<file path="src/hdl/mssm_pkg.sv">
// Shared types and constants for the multi-stack shared memory block.
// Used by mssm_front, mssm_queue, mssm_back and multi_stack_shared_memory_top.
package mssm_pkg;

  // Default sizes.
  localparam int unsigned NumStacksDef = 8;
  localparam int unsigned MemDepthDef  = 256;
  localparam int unsigned DataWidthDef = 32;

  // Field widths.
  localparam int unsigned ActionW   = 2;
  localparam int unsigned SelW      = 3;
  localparam int unsigned ValueW    = 32;
  localparam int unsigned StatusW   = 2;
  localparam int unsigned LenW      = 6;
  localparam int unsigned ActiveW   = 4;
  localparam int unsigned CapW      = 6;
  localparam int unsigned CfgDataW  = 6;
  localparam int unsigned CfgIndexW = 1;

  // Slot address before the memory range check: 7 * 63 + 63 fits in 9 bits.
  localparam int unsigned SlotAddrW = 9;

  // Entries in the queue between front and back.
  localparam int unsigned QueueDepth = 2;

  // Reset values of the configuration registers.
  localparam logic [ActiveW-1:0] ActiveReset = 4'd8;
  localparam logic [CapW-1:0]    CapReset    = 6'd32;

  typedef enum logic [ActionW-1:0] {
    ACT_PUSH  = 2'd0,
    ACT_POP   = 2'd1,
    ACT_QUERY = 2'd2
  } action_e;

  typedef enum logic [StatusW-1:0] {
    ST_OK       = 2'd0,
    ST_OVER     = 2'd1,
    ST_UNDER    = 2'd2,
    ST_INACTIVE = 2'd3
  } status_e;

  typedef enum logic [CfgIndexW-1:0] {
    REG_ACTIVE_STACKS = 1'd0,
    REG_SLOT_CAPACITY = 1'd1
  } cfg_reg_e;

  // Classified request handed from the front to the back.
  typedef struct packed {
    logic                 wr_en;
    logic                 rd_en;
    logic [SlotAddrW-1:0] slot_addr;
    logic [ValueW-1:0]    push_value;
    status_e              status;
    logic [LenW-1:0]      stack_length;
  } op_t;

endpackage

</file>
<file path="src/hdl/mssm_queue.sv">
// Short queue of classified requests between the front and the back.
// Depends on mssm_pkg.
module mssm_queue (
  input  logic          clk_i,
  input  logic          rst_ni,
  input  logic          wr_en_i,
  input  mssm_pkg::op_t wr_op_i,
  output logic          full_o,
  input  logic          rd_en_i,
  output logic          valid_o,
  output mssm_pkg::op_t rd_op_o
);

  localparam int unsigned PtrW = (mssm_pkg::QueueDepth > 1) ? $clog2(mssm_pkg::QueueDepth) : 1;
  localparam int unsigned CntW = $clog2(mssm_pkg::QueueDepth + 1);
  localparam logic [PtrW-1:0] LastPtr = PtrW'(mssm_pkg::QueueDepth - 1);
  localparam logic [CntW-1:0] FullCnt = CntW'(mssm_pkg::QueueDepth);

  mssm_pkg::op_t   entry_q [mssm_pkg::QueueDepth];
  logic [PtrW-1:0] wr_ptr_q;
  logic [PtrW-1:0] rd_ptr_q;
  logic [CntW-1:0] count_q;
  logic            do_wr;
  logic            do_rd;

  assign full_o  = (count_q == FullCnt);
  assign valid_o = (count_q != '0);
  assign rd_op_o = entry_q[rd_ptr_q];
  assign do_wr   = wr_en_i && !full_o;
  assign do_rd   = rd_en_i && valid_o;

  always_ff @(posedge clk_i) begin
    if (do_wr) begin
      entry_q[wr_ptr_q] <= wr_op_i;
    end
  end

  always_ff @(posedge clk_i or negedge rst_ni) begin
    if (!rst_ni) begin
      wr_ptr_q <= '0;
      rd_ptr_q <= '0;
      count_q  <= '0;
    end else begin
      if (do_wr) begin
        wr_ptr_q <= (wr_ptr_q == LastPtr) ? '0 : wr_ptr_q + 1'b1;
      end
      if (do_rd) begin
        rd_ptr_q <= (rd_ptr_q == LastPtr) ? '0 : rd_ptr_q + 1'b1;
      end
      unique case ({do_wr, do_rd})
        2'b10:   count_q <= count_q + 1'b1;
        2'b01:   count_q <= count_q - 1'b1;
        default: count_q <= count_q;
      endcase
    end
  end

endmodule

</file>
<file path="config.mk">
export PLATFORM = sky130hd
export DESIGN_NAME = mssm_queue
export DESIGN_NICKNAME = d
export VERILOG_FILES = /design/src/hdl/mssm_pkg.sv /design/src/hdl/mssm_queue.sv
export SDC_FILE = /design/constraint.sdc
export NUM_CORES = 1
export LEC_CHECK = 0
export CAP_MARGIN = 10
export CORE_ASPECT_RATIO = 1.75
export CORE_UTILIZATION = 50
export DETAILED_ROUTE_END_ITERATION = 6
export DONT_BUFFER_PORTS = 1
export PLACE_DENSITY = 0.62
export SLEW_MARGIN = 40
export SYNTH_ARGS = -nofsm -noshare
export SYNTH_HDL_FRONTEND = slang
export SYNTH_SLANG_ARGS = --single-unit
</file>
<file path="constraint.sdc">
create_clock -name clk_i -period 10 [get_ports clk_i]
set_clock_uncertainty 0.1 [all_clocks]
set_input_delay 0.5 -clock clk_i [delete_from_list [all_inputs] [get_ports clk_i]]
set_output_delay 0.5 -clock clk_i [all_outputs]
set_load 0.005 [all_outputs]
</file>
==> metrics <==
status=finished, final reports clean; Mapped Area=0.00390 mm^2; Pleak=1.39 nW; first-pass GRT wire length=8.47 mm; Net Count, Synth=233; Yosys cell types=15; Clock Tree Root=clkbuf_16; top post-synthesis cells by area=edfxtp_1 (78%), mux2_2 (14%), dfrtp_1 (2.6%); worst slack, placed=7760 ps; relative slew slack=53.2%; Peak supply drop=0.177 mV; max frequency=444 MHz; Die Y=119 um; Yosys reg bits=106; setup TNS=0 ps; gr usage total=15.3%; largest net degree at the start of global routing=53; initial antenna violation count=0; Final Power=1.24 mW; share of cells above drive strength 1=34.6%; row count=42; Syn Area/Cell=22.1 um^2; post-synth top area share=78.5%; Max Buffers Root-to-Sink=2; final WL=5.86 mm; initial DRC count=135; final worst setup slack=7750 ps; clock sink count=106; DRC errors left=0; vias in the first global route=1,637; Worst-Skew Late Latency=320 ps; Final GP Congestion=0.616; die width=68.8 um; CP arrival=1650 ps; deepest level of the CTS H-tree=3; Final setup viols=0; IO Pins=108; number of max-cap violations=0; Largest delay share family, worst path=flip-flops; max incr delay on CP=880 ps; Final nets=240; CP max FO=52; dpl hpwl=3.87 mm; CTS tree=yes; area of the die=0.00818 mm^2; final hold violation count=0; min cycle time layout=2250 ps; Critical Path Slowest Stage Cell=dfrtp_4; First-pass DRT Iterations=4; Slew Viols, Final=0; core area=0.00757 mm^2; CTS buffer count=9; count of buffers from port buffering=0; Initial Util=51.6%; routed vias=1,543; worst setup path class=flop to output pin; crit path cell chain=mux2_2; antenna-violating nets left=0; clock transition at the registers of the reported paths=70 ps; Layout area overhead=9.26%; internal power=0.919 mW; Via density=5.59; post-synthesis sequential area ratio=81.0%; Buf/Inv on CP=0; CP required=9400 ps; P_sw=0.323 mW; Yosys warnings=0; Sequential Power Share=54.5%; number of fill cells=604; Startpoint Class=flop; Worst setup EP type=output pin; total grt overflow=0; PwrDens=291 mW/mm^2; power share of the clock group=26.6%; n_diodes=0; Tightest Pin Transition=702 ps; switching portion of total power=26.0%; RSZ-0062 raised after global routing=no; # resized after CTS=0; register area=0.00317 mm^2; Mapped Cells=177; largest area contributor in the netlist=edfxtp_1; routed len/inst=21.2 um; logic gate share of total power=18.9%; Worst Hold Class=input pin to flop; Period Utilization, post-route=22.5%; Multi-input gate area=682 um^2
-- layout make-up --
class	instances	share of cell area, %
Timing Repair Buffer	2	0.411
Clock inverter	5	1.32
Inverter	1	0.0880
Clock buffer	10	5.37
Sequential cell	106	74.2
Tap cell	88	2.58
Multi-Input combinational cell	64	16.0
-- final timing paths --
check,slack [ps],start,endpoint,cells past startpoint
worst max-delay path,7750,rd_ptr_q$_DFFE_PN0P_,rd_op_o[13],1
worst min-delay path,160,wr_op_i[16],entry_q[1][16]$_DFFE_PP_,0
worst max register to register,7790,count_q[0]$_DFFE_PN0P_,entry_q[0][32]$_DFFE_PP_,4
worst min register to register,400,count_q[1]$_DFFE_PN0P_,count_q[1]$_DFFE_PN0P_,1
max in group asynchronous,9270,rst_ni,rd_ptr_q$_DFFE_PN0P_,1
min in group asynchronous,340,rst_ni,count_q[1]$_DFFE_PN0P_,1
-- logic make-up (layout without fill, tap and decap cells) --
group         count (synthesis)  after routing  synth area share [%]
simple gates                  7              7                 0.994
xor+xnor                      5              5                  1.12
buf+inv                       7             18                  1.83
mux                          51             51                  14.7
fa+ha+maj                     1              1                 0.320
flops                       106            106                  81.0
-- per-stage QoR --
step | hold WS (ps) | util (%) | area (um^2) | instances
after floorplan | 104 | - | 3900 | 177
after global placement | 105 | 52.4 | 3960 | 260
after detailed placement | 105 | 52.5 | 3970 | 260
after CTS | 147 | 56.4 | 4270 | 276
after global routing | 140 | 56.4 | 4270 | 276
final | 160 | 56.4 | 4270 | 276
-- power by group through the flow --
stage | Clock [mW] | Combinational [mW] | Sequential [mW]
floorplan | 0 | 0.250 | 0.640
global placement | 0 | 0.235 | 0.677
detailed placement | 0 | 0.240 | 0.688
CTS | 0.338 | 0.242 | 0.679
global route | 0.352 | 0.259 | 0.691
finish | 0.330 | 0.235 | 0.676
-- synth_stat cells --
| library cell | count |
|---|---|
| xor2_1 | 2 |
| mux2_2 | 47 |
| or2_1 | 1 |
| edfxtp_1 | 102 |
| nand2b_1 | 1 |
| xnor2_1 | 3 |
| buf_6 | 6 |
| nand2_1 | 1 |
| and2_4 | 1 |
| and3_1 | 1 |
| nor2_1 | 2 |
| mux2_1 | 4 |
| dfrtp_1 | 4 |
| ha_1 | 1 |
| inv_1 | 1 |
-- layer usage --
layer / GRT usage, % / wire [um] / vias to the layer above
met5: 0 / 0 / -
met4: 7.78 / 116 / 0
met3: 5.46 / 467 / 9
met2: 26.8 / 3310 / 64
met1: 14.9 / 1970 / 772
li1: - / - / 698
-- cell usage in the layout, fill, tap and decap left out, types with 2 or more instances in the layout --
cell type,n
edfxtp_1,102
mux2_2,47
clkbuf_16,9
mux2_1,4
xnor2_1,3
dfrtp_1,3
xor2_1,2
clkinv_4,2
-- what timing repair did --
item	in CTS	in global routing
hold buffers	1	0
setup buffers	0	0
endpoints found under the hold margin	4	0
-- registers in the layout (all words and copies together), names as in the netlist --
name	count
count_q	2
entry_q	102
rd_ptr_q	1
wr_ptr_q	1
No activity file was read; power rests on OpenSTA's default activity.
