==> src/hdl/mssm_pkg.sv <==
// Shared types and constants for the multi-stack shared memory block.
// Used by mssm_front, mssm_queue, mssm_back and multi_stack_shared_memory_top.
package mssm_pkg;

  // Default sizes.
  localparam int unsigned NumStacksDef = 8;
  localparam int unsigned MemDepthDef  = 256;
  localparam int unsigned DataWidthDef = 32;

  // Field widths.
  localparam int unsigned ActionW   = 2;
  localparam int unsigned SelW      = 3;
  localparam int unsigned ValueW    = 32;
  localparam int unsigned StatusW   = 2;
  localparam int unsigned LenW      = 6;
  localparam int unsigned ActiveW   = 4;
  localparam int unsigned CapW      = 6;
  localparam int unsigned CfgDataW  = 6;
  localparam int unsigned CfgIndexW = 1;

  // Slot address before the memory range check: 7 * 63 + 63 fits in 9 bits.
  localparam int unsigned SlotAddrW = 9;

  // Entries in the queue between front and back.
  localparam int unsigned QueueDepth = 2;

  // Reset values of the configuration registers.
  localparam logic [ActiveW-1:0] ActiveReset = 4'd8;
  localparam logic [CapW-1:0]    CapReset    = 6'd32;

  typedef enum logic [ActionW-1:0] {
    ACT_PUSH  = 2'd0,
    ACT_POP   = 2'd1,
    ACT_QUERY = 2'd2
  } action_e;

  typedef enum logic [StatusW-1:0] {
    ST_OK       = 2'd0,
    ST_OVER     = 2'd1,
    ST_UNDER    = 2'd2,
    ST_INACTIVE = 2'd3
  } status_e;

  typedef enum logic [CfgIndexW-1:0] {
    REG_ACTIVE_STACKS = 1'd0,
    REG_SLOT_CAPACITY = 1'd1
  } cfg_reg_e;

  // Classified request handed from the front to the back.
  typedef struct packed {
    logic                 wr_en;
    logic                 rd_en;
    logic [SlotAddrW-1:0] slot_addr;
    logic [ValueW-1:0]    push_value;
    status_e              status;
    logic [LenW-1:0]      stack_length;
  } op_t;

endpackage

==> src/hdl/mssm_front.sv <==
// Front end: configuration registers, per-stack fill counts and request classification.
// Depends on mssm_pkg.
module mssm_front #(
  parameter int unsigned NUM_STACKS = mssm_pkg::NumStacksDef,
  parameter int unsigned MEM_DEPTH  = mssm_pkg::MemDepthDef
) (
  input  logic                            clk_i,
  input  logic                            rst_ni,
  input  logic                            cfg_wr_en_i,
  input  logic [mssm_pkg::CfgIndexW-1:0]  cfg_index_i,
  input  logic [mssm_pkg::CfgDataW-1:0]   cfg_data_i,
  input  logic                            accept_i,
  input  logic [mssm_pkg::ActionW-1:0]    action_i,
  input  logic [mssm_pkg::SelW-1:0]       stack_sel_i,
  input  logic [mssm_pkg::ValueW-1:0]     push_value_i,
  output mssm_pkg::op_t                   op_o
);

  localparam int unsigned IdxW = (NUM_STACKS > 1) ? $clog2(NUM_STACKS) : 1;

  logic [mssm_pkg::ActiveW-1:0]   active_q;
  logic [mssm_pkg::CapW-1:0]      cap_q;
  logic [mssm_pkg::LenW-1:0]      fill_q [NUM_STACKS];

  logic [IdxW-1:0]                sel_idx;
  logic                           sel_ok;
  logic [mssm_pkg::LenW-1:0]      fill_cur;
  logic [mssm_pkg::LenW-1:0]      fill_nx;
  logic                           fill_upd;
  logic [mssm_pkg::SlotAddrW-1:0] base;
  logic [mssm_pkg::SlotAddrW-1:0] push_addr;
  logic [mssm_pkg::SlotAddrW-1:0] pop_addr;
  logic                           push_in_mem;
  logic                           pop_in_mem;

  always_comb begin
    sel_idx = '0;
    for (int b = 0; b < IdxW; b++) begin
      if (b < mssm_pkg::SelW) begin
        sel_idx[b] = stack_sel_i[b];
      end
    end
  end

  assign sel_ok = ({28'd0, active_q} > {29'd0, stack_sel_i}) &&
                  ({29'd0, stack_sel_i} < 32'(NUM_STACKS));
  assign fill_cur = sel_ok ? fill_q[sel_idx] : '0;

  assign base        = {3'd0, cap_q} * {6'd0, stack_sel_i};
  assign push_addr   = base + {3'd0, fill_cur};
  assign pop_addr    = base + {3'd0, fill_cur} - 9'd1;
  assign push_in_mem = 32'(push_addr) < 32'(MEM_DEPTH);
  assign pop_in_mem  = 32'(pop_addr) < 32'(MEM_DEPTH);

  always_comb begin
    op_o            = '0;
    op_o.push_value = push_value_i;
    op_o.status     = mssm_pkg::ST_OK;
    fill_nx         = fill_cur;
    fill_upd        = 1'b0;
    if (!sel_ok) begin
      op_o.status = mssm_pkg::ST_INACTIVE;
    end else begin
      unique case (mssm_pkg::action_e'(action_i))
        mssm_pkg::ACT_PUSH: begin
          op_o.slot_addr = push_addr;
          if (fill_cur >= cap_q || !push_in_mem) begin
            op_o.status = mssm_pkg::ST_OVER;
          end else begin
            op_o.wr_en = 1'b1;
            fill_nx    = fill_cur + 6'd1;
            fill_upd   = 1'b1;
          end
        end
        mssm_pkg::ACT_POP: begin
          op_o.slot_addr = pop_addr;
          if (fill_cur == '0) begin
            op_o.status = mssm_pkg::ST_UNDER;
          end else begin
            // A slot beyond the memory reads as zero, but the fill still drops.
            op_o.rd_en = pop_in_mem;
            fill_nx    = fill_cur - 6'd1;
            fill_upd   = 1'b1;
          end
        end
        default: begin
        end
      endcase
    end
    op_o.stack_length = fill_nx;
  end

  always_ff @(posedge clk_i or negedge rst_ni) begin
    if (!rst_ni) begin
      active_q <= mssm_pkg::ActiveReset;
      cap_q    <= mssm_pkg::CapReset;
      for (int k = 0; k < NUM_STACKS; k++) begin
        fill_q[k] <= '0;
      end
    end else begin
      if (cfg_wr_en_i) begin
        unique case (mssm_pkg::cfg_reg_e'(cfg_index_i))
          mssm_pkg::REG_ACTIVE_STACKS: active_q <= cfg_data_i[mssm_pkg::ActiveW-1:0];
          mssm_pkg::REG_SLOT_CAPACITY: cap_q    <= cfg_data_i;
          default: begin
          end
        endcase
      end
      if (accept_i && fill_upd) begin
        fill_q[sel_idx] <= fill_nx;
      end
    end
  end

endmodule

==> config.mk <==
export PLATFORM = sky130hd
export DESIGN_NAME = mssm_front
export DESIGN_NICKNAME = d
export VERILOG_FILES = /design/src/hdl/mssm_pkg.sv /design/src/hdl/mssm_front.sv
export SDC_FILE = /design/constraint.sdc
export NUM_CORES = 1
export LEC_CHECK = 0
export ABC_AREA = 0
export BUFFER_PORTS_ARGS = -buffer_cell sky130_fd_sc_hd__buf_2
export CORE_ASPECT_RATIO = 1.75
export CORE_MARGIN = 10
export CORE_UTILIZATION = 35
export CTS_BUF_LIST = sky130_fd_sc_hd__clkbuf_4 sky130_fd_sc_hd__clkbuf_8 sky130_fd_sc_hd__clkbuf_16
export DETAILED_ROUTE_END_ITERATION = 12
export PLACE_DENSITY = 0.57
export SYNTH_ARGS = -nofsm -noshare
export SYNTH_HDL_FRONTEND = slang
export SYNTH_SLANG_ARGS = --single-unit
==> constraint.sdc <==
create_clock -name clk_i -period 5.5 [get_ports clk_i]
set_input_delay 0.55 -clock clk_i [delete_from_list [all_inputs] [get_ports clk_i]]
set_output_delay 0.55 -clock clk_i [all_outputs]
set_load 0.005 [all_outputs]
==> results of run 1 <==
per-layer routing:
layer | global-route usage [%] | part of all wire (%)
met1 | 13.2 | 35
met2 | 24.8 | 55
met3 | 2.83 | 4.2
met4 | 10.2 | 6.3
met5 | 0 | 0
stage by stage:
step,std cells,setup WS (ns),power [uW],hold WS [ns],instance area [sq um]
3_3_place_gp,656,0.222,1300,0.461,5100
6_report,679,0.268,1880,0.356,5470
3_5_place_dp,656,0.175,1320,0.471,5100
4_1_cts,672,0.154,1870,0.388,5400
2_1_floorplan,457,0.0132,1090,0.254,4750
5_1_grt,679,0.0230,2000,0.430,5470
where the power goes:
group          switching, uW  internal (uW)  leakage [uW]
logic                    438            344       0.00174
registers               42.9            511      0.000770
clock network            183            356      0.000152
total                    664           1210       0.00266
cell type report:
| class | count | area [sq um] | area share (%) |
|---|---|---|---|
| multi-input combinational | 317 | 2860 | 52.3 |
| sequential | 58 | 1450 | 26.6 |
| timing repair buffer | 79 | 508 | 9.29 |
| clock buffer | 14 | 288 | 5.27 |
| tap | 174 | 218 | 3.98 |
| inverter | 35 | 131 | 2.40 |
| clock inverter | 2 | 10.0 | 0.183 |
cell families (layout without fill, tap and decap cells):
family	count (synthesis)	count (layout)	share of synthesized area, %
adder cells (fa/ha/maj)	35	35	10.7
AO/OA/AOI/OAI	66	66	11.8
flip-flops	58	58	30.9
AND/OR/NAND/NOR	134	134	16.8
buffers and inverters	82	130	9.48
XOR/XNOR	11	11	2.05
multiplexers	71	71	18.3
worst paths after layout:
kind                       slack, ns     endpoint  cells past startpoint           start
min in group clk_i              0.43  active_q[3]                      3   cfg_data_i[3]
max                             0.27      op_o[4]                     20  stack_sel_i[1]
min reg2reg                     0.48   fill_q[20]                      1      fill_q[20]
min                             0.36   fill_q[37]                      2          rst_ni
max in group asynchronous       4.63    fill_q[4]                      2          rst_ni
max reg2reg                     0.69   fill_q[30]                     18     active_q[1]
layout by cell type (no fill, tap or decap), drive strengths merged, types with 3 or more instances in the layout:
cell type and count:
o211ai 3, xor2 3, xnor2 8, clkbuf 14, a21o 5, o221ai 3
nand2 30, buf 79, mux2 60, dfrtp 56, nor3b 6, a211oi 7
o22ai 3, mux4 5, nand4 3, nor4 12, o21bai 3, o21ai 12
ha 26, fa 9, or2 3, nor2b 5, nor2 40, nand3 6
nor3 8, nand2b 8, inv 35, mux2i 6, a21oi 10, and2 6
sequential cells by signal, summed over array words and instances (netlist names):
| register | cells |
|---|---|
| fill_q | 48 |
| active_q | 4 |
| cap_q | 6 |
timing repair:
action                                 CTS  global route
resized for setup                        0             3
endpoints found under the hold margin    0             0
buffers inserted                         0             7
setup endpoints to repair                0             4
==> impl_metrics.json, run 1 <==
{
  "finClkSkew_ns": 0.0107,
  "cap_violations": 0,
  "clk_lat_worst_skew_ns": 0.33,
  "start_util_pct": 35.4,
  "clock_buffers_created_by_tritoncts": 9,
  "ir_drop_mv": 0.153,
  "fin_tns_setup_ns": 0,
  "synth_unique_cells": 68,
  "wl_per_cell_um": 18.7,
  "detailed_routing_iteration_count_for_the_pre_antenna_repair_pass": 4,
  "critPathCaptureType": "output pin",
  "die_area_sq_mm": 0.0187,
  "min-delay-path-class": "in -> async",
  "synth-edff-count": 0,
  "fp-row-count": 56,
  "ctsLongestPathBuffers": 2,
  "delay_of_the_slowest_cell_on_the_worst_path_ns": 0.53,
  "max_h_tree_level": 3,
  "status": "completed",
  "cts.sink_count": 58,
  "grt_setup_unrepaired": "false",
  "finalCritPeriodShare_pct": 95.1,
  "ys_async_sr_fraction_pct": 100,
  "drtIter0Drc": 159,
  "die_width_um": 108,
  "final_core_utilization_pct": 41.1,
  "pin_count_of_the_biggest_net_entering_global_routing": 59,
  "timing.final.hold_violations": 0,
  "cts.clk_slew.worst_paths_ns": 0.06,
  "core_area_sq_mm": 0.0133,
  "tritoncts": "done",
  "synth.top_cell.area_share_pct": 29.7,
  "synth_top_area_cell": "sky130_fd_sc_hd__dfrtp_1",
  "min_period_ns": 5.23,
  "max_freq_ghz": 0.191,
  "worst_slew_margin_rel_pct": 48.5,
  "crit_top_cell": "sky130_fd_sc_hd__inv_1",
  "drc": 0,
  "final_layout_size_suffix_gt1_share_pct": 30.1,
  "flow.area_growth_from_synthesis_pct": 16.0,
  "io_buffer_count": 34,
  "slowest_stage": "sky130_fd_sc_hd__fa_1",
  "critical_path_arrival_ns": 4.68,
  "filler_cell_count": 1313,
  "summed_instance_area_of_the_synthesized_netlist_sq_mm": 0.00471,
  "ys_top_cells_by_area": "sky130_fd_sc_hd__dfrtp_1, sky130_fd_sc_hd__mux2_1, sky130_fd_sc_hd__ha_1, sky130_fd_sc_hd__buf_4, sky130_fd_sc_hd__mux2_2",
  "io_pins": 99,
  "synthesis.nets": 540,
  "yosys.cell_count.top_type": "sky130_fd_sc_hd__dfrtp_1",
  "routed_wirelength_mm": 12.7,
  "number_of_antenna_violations_at_the_first_check_in_global_routing": 0,
  "yosysWarnings": 0,
  "detail_route.vias_per_cell": 5.25,
  "synth.ff_latch_count": 58,
  "cp_data_required_time_ns": 4.95,
  "design.final.nets": 583,
  "grt_remaining_overflow": 0,
  "postSynthCellCount": 457,
  "critPathKind": "in -> out",
  "synth.avg_cell_area_sq_um": 10.3,
  "detailed_placement_wirelength_estimate_mm": 10.2,
  "timing_max_transition_violations_final": 0,
  "gpl.final_weighted_congestion": 0.899,
  "cells_traversed_along_the_worst_timing_path": "buf_2, inv_1, ha_1, and3_1, a211oi_4, nor2_2, nor2_2, inv_1, fa_1, inv_1, ha_1, and2_1, a221oi_2, nand4b_1, a31oi_4, buf_4, a2bb2oi_1, o221ai_2, and2_1, buf_2",
  "holdBufCountCts": 0,
  "grt_pass1_wl_mm": 20.1,
  "tightestPinTransition_ns": 0.764,
  "critical_path.startpoint_type": "input pin",
  "grt_use_total_pct": 13.8,
  "antenna_cells": 0,
  "timing.critical_path.max_delay_family": "compound AO/OA/AOI/OAI gates",
  "power-per-cell-area_mw_per_mm2": 343,
  "final-setup-viol-count": 0,
  "drt.antenna.violating_nets": 0,
  "synth_top_cells_by_count": "sky130_fd_sc_hd__dfrtp_1, sky130_fd_sc_hd__mux2_1, sky130_fd_sc_hd__nor2_1, sky130_fd_sc_hd__inv_1, sky130_fd_sc_hd__buf_4",
  "die_height_um": 173,
  "post_synth_top_flop": "sky130_fd_sc_hd__dfrtp_1",
  "synth_seq_area_share_pct": 30.9,
  "clk_root_buffer_cell": "sky130_fd_sc_hd__clkbuf_16",
  "vias_in_the_first_global_route": 3737,
  "power.static_leakage_uw": 0.00266,
  "num_vias": 3567,
  "critical_path.max_fanout": 5,
  "critPathBufInv": 6
}
No activity file was read; power rests on OpenSTA's default activity.
==> run 2, diff against run 1 <==
Clock period 5.5 ns to 4.5 ns, I/O delays scaled along.
==> impl_metrics.json, run 2 (synthesis results as in run 1) <==
{
  "final_layout_size_suffix_gt1_share_pct": 43.3,
  "antenna_cells": 0,
  "die_width_um": 108,
  "num_vias": 3715,
  "grt_remaining_overflow": 0,
  "detailed_routing_iteration_count_for_the_pre_antenna_repair_pass": 4,
  "gpl.final_weighted_congestion": 0.942,
  "vias_in_the_first_global_route": 4083,
  "flow.area_growth_from_synthesis_pct": 31.3,
  "cts.clk_slew.worst_paths_ns": 0.06,
  "final-setup-viol-count": 6,
  "finClkSkew_ns": 0.00700,
  "final_core_utilization_pct": 46.5,
  "fin_ws_ns": -0.0760,
  "ctsLongestPathBuffers": 2,
  "clk_root_buffer_cell": "sky130_fd_sc_hd__clkbuf_16",
  "timing.final.hold_violations": 0,
  "pin_count_of_the_biggest_net_entering_global_routing": 59,
  "drtIter0Drc": 158,
  "detailed_placement_wirelength_estimate_mm": 10.5,
  "largest_register_ff_count": 48,
  "tightestPinTransition_ns": 0.732,
  "power.static_leakage_uw": 0.00294,
  "timing_max_transition_violations_final": 0,
  "power-per-cell-area_mw_per_mm2": 433,
  "cts.sink_count": 58,
  "status": "finished with violations",
  "min_period_ns": 4.58,
  "leading_cell_types_in_the_layout_fill_and_taps_excluded": "sky130_fd_sc_hd__buf_4, sky130_fd_sc_hd__dfrtp_1, sky130_fd_sc_hd__nor2_1",
  "min-delay-path-class": "in -> async",
  "ir_drop_mv": 0.195,
  "critical_path.startpoint_type": "flop",
  "largest-register": "fill_q",
  "critPathCaptureType": "output pin",
  "max_h_tree_level": 3,
  "tritoncts": "done",
  "fp-row-count": 56,
  "detail_route.vias_per_cell": 5.12,
  "critical_path.max_fanout": 8,
  "grt_setup_unrepaired": "true",
  "die_height_um": 173,
  "critical_path_arrival_ns": 4.13,
  "routed_wirelength_mm": 13.2,
  "cp_data_required_time_ns": 4.05,
  "finalCritPeriodShare_pct": 102,
  "fin_tns_setup_ns": -0.211,
  "holdBufCountCts": 0,
  "io_buffer_count": 34,
  "critPathKind": "reg -> out",
  "number_of_antenna_violations_at_the_first_check_in_global_routing": 0,
  "grt_pass1_wl_mm": 20.7,
  "layout_commonest_cell": "sky130_fd_sc_hd__buf_4",
  "start_util_pct": 35.4,
  "failing_checks": "negative setup slack",
  "worst_slew_margin_rel_pct": 51.2,
  "clock_buffers_created_by_tritoncts": 9,
  "biggestRegsByFlops": "fill_q x48, cap_q x6, active_q x4",
  "drt.antenna.violating_nets": 0,
  "grt_use_total_pct": 14.1,
  "drc": 0,
  "die_area_sq_mm": 0.0187,
  "wl_per_cell_um": 18.1,
  "cap_violations": 0,
  "design.final.nets": 630,
  "max_freq_ghz": 0.219,
  "io_pins": 99,
  "clk_lat_worst_skew_ns": 0.33,
  "core_area_sq_mm": 0.0133
}
run 2: layer usage:
layer | vias up | wire length [um] | track usage (%)
met5 | - | 0 | 0
met4 | 0 | 469 | 8.28
met3 | 39 | 426 | 2.42
met2 | 76 | 7570 | 26.9
met1 | 1817 | 4700 | 13.2
li1 | 1783 | - | -
run 2: path summary, 6_finish.rpt:
check	start	endpoint	slack, ns	cells past startpoint
worst max-delay path	active_q[0]	op_o[3]	-0.08	18
worst min-delay path	rst_ni	fill_q[8]	0.23	2
worst max register to register	active_q[0]	fill_q[31]	0.11	19
min in group clk_i	cfg_data_i[3]	active_q[3]	0.32	3
worst min register to register	fill_q[17]	fill_q[17]	0.48	1
max in group asynchronous	rst_ni	active_q[1]	3.70	2
run 2: area by class of cell:
class	count	area, sq um
flip-flops and latches	58	1460
clock buffers	10	239
multi-input cells	317	3100
inverters	35	136
clock inverters	6	90.1
fillers	1236	7130
repair buffers	126	941
well taps	174	218
run 2: power by group:
part	internal (uW)	total (uW)	switching [uW]
combinational	640	1260	616
clock	499	736	238
sequential	625	684	58.6
total	1760	2680	913
run 2: repair_timing:
| action | 4_1_cts | 5_1_grt |
|---|---|---|
| gates resized for setup | 18 | 34 |
| pin swaps | 12 | 8 |
| endpoints found under the setup margin | 13 | 52 |
| endpoints found under the hold margin | 0 | 0 |
| buffers inserted | 7 | 6 |
run 2: worst max-delay path, cell delays in order, from the launching register on:
cell and delay [ns]:
sky130_fd_sc_hd__dfrtp_1 0.37, sky130_fd_sc_hd__inv_2 0.09, sky130_fd_sc_hd__ha_1 0.23, sky130_fd_sc_hd__and3_4 0.18, sky130_fd_sc_hd__a211oi_4 0.20, sky130_fd_sc_hd__buf_6 0.15, sky130_fd_sc_hd__o221ai_4 0.11, sky130_fd_sc_hd__fa_1 0.51
sky130_fd_sc_hd__inv_2 0.05, sky130_fd_sc_hd__ha_4 0.24, sky130_fd_sc_hd__and2_4 0.17, sky130_fd_sc_hd__a221oi_4 0.27, sky130_fd_sc_hd__buf_4 0.16, sky130_fd_sc_hd__a21o_1 0.17, sky130_fd_sc_hd__a31oi_4 0.12, sky130_fd_sc_hd__buf_6 0.18
sky130_fd_sc_hd__a211o_1 0.34, sky130_fd_sc_hd__o311ai_4 0.10, sky130_fd_sc_hd__buf_2 0.16
run 2: per-stage QoR:
stage | instance area [sq um] | worst slack [ns] | instances | total power (uW) | hold slack, ns
2_1_floorplan | 4850 | -0.405 | 457 | 1380 | 0.154
3_3_place_gp | 5510 | -0.308 | 697 | 1740 | 0.460
3_5_place_dp | 5510 | -0.302 | 697 | 1770 | 0.470
4_1_cts | 5970 | -0.0502 | 720 | 2570 | 0.275
5_1_grt | 6180 | -0.241 | 726 | 2840 | 0.312
6_report | 6180 | -0.0760 | 726 | 2680 | 0.232
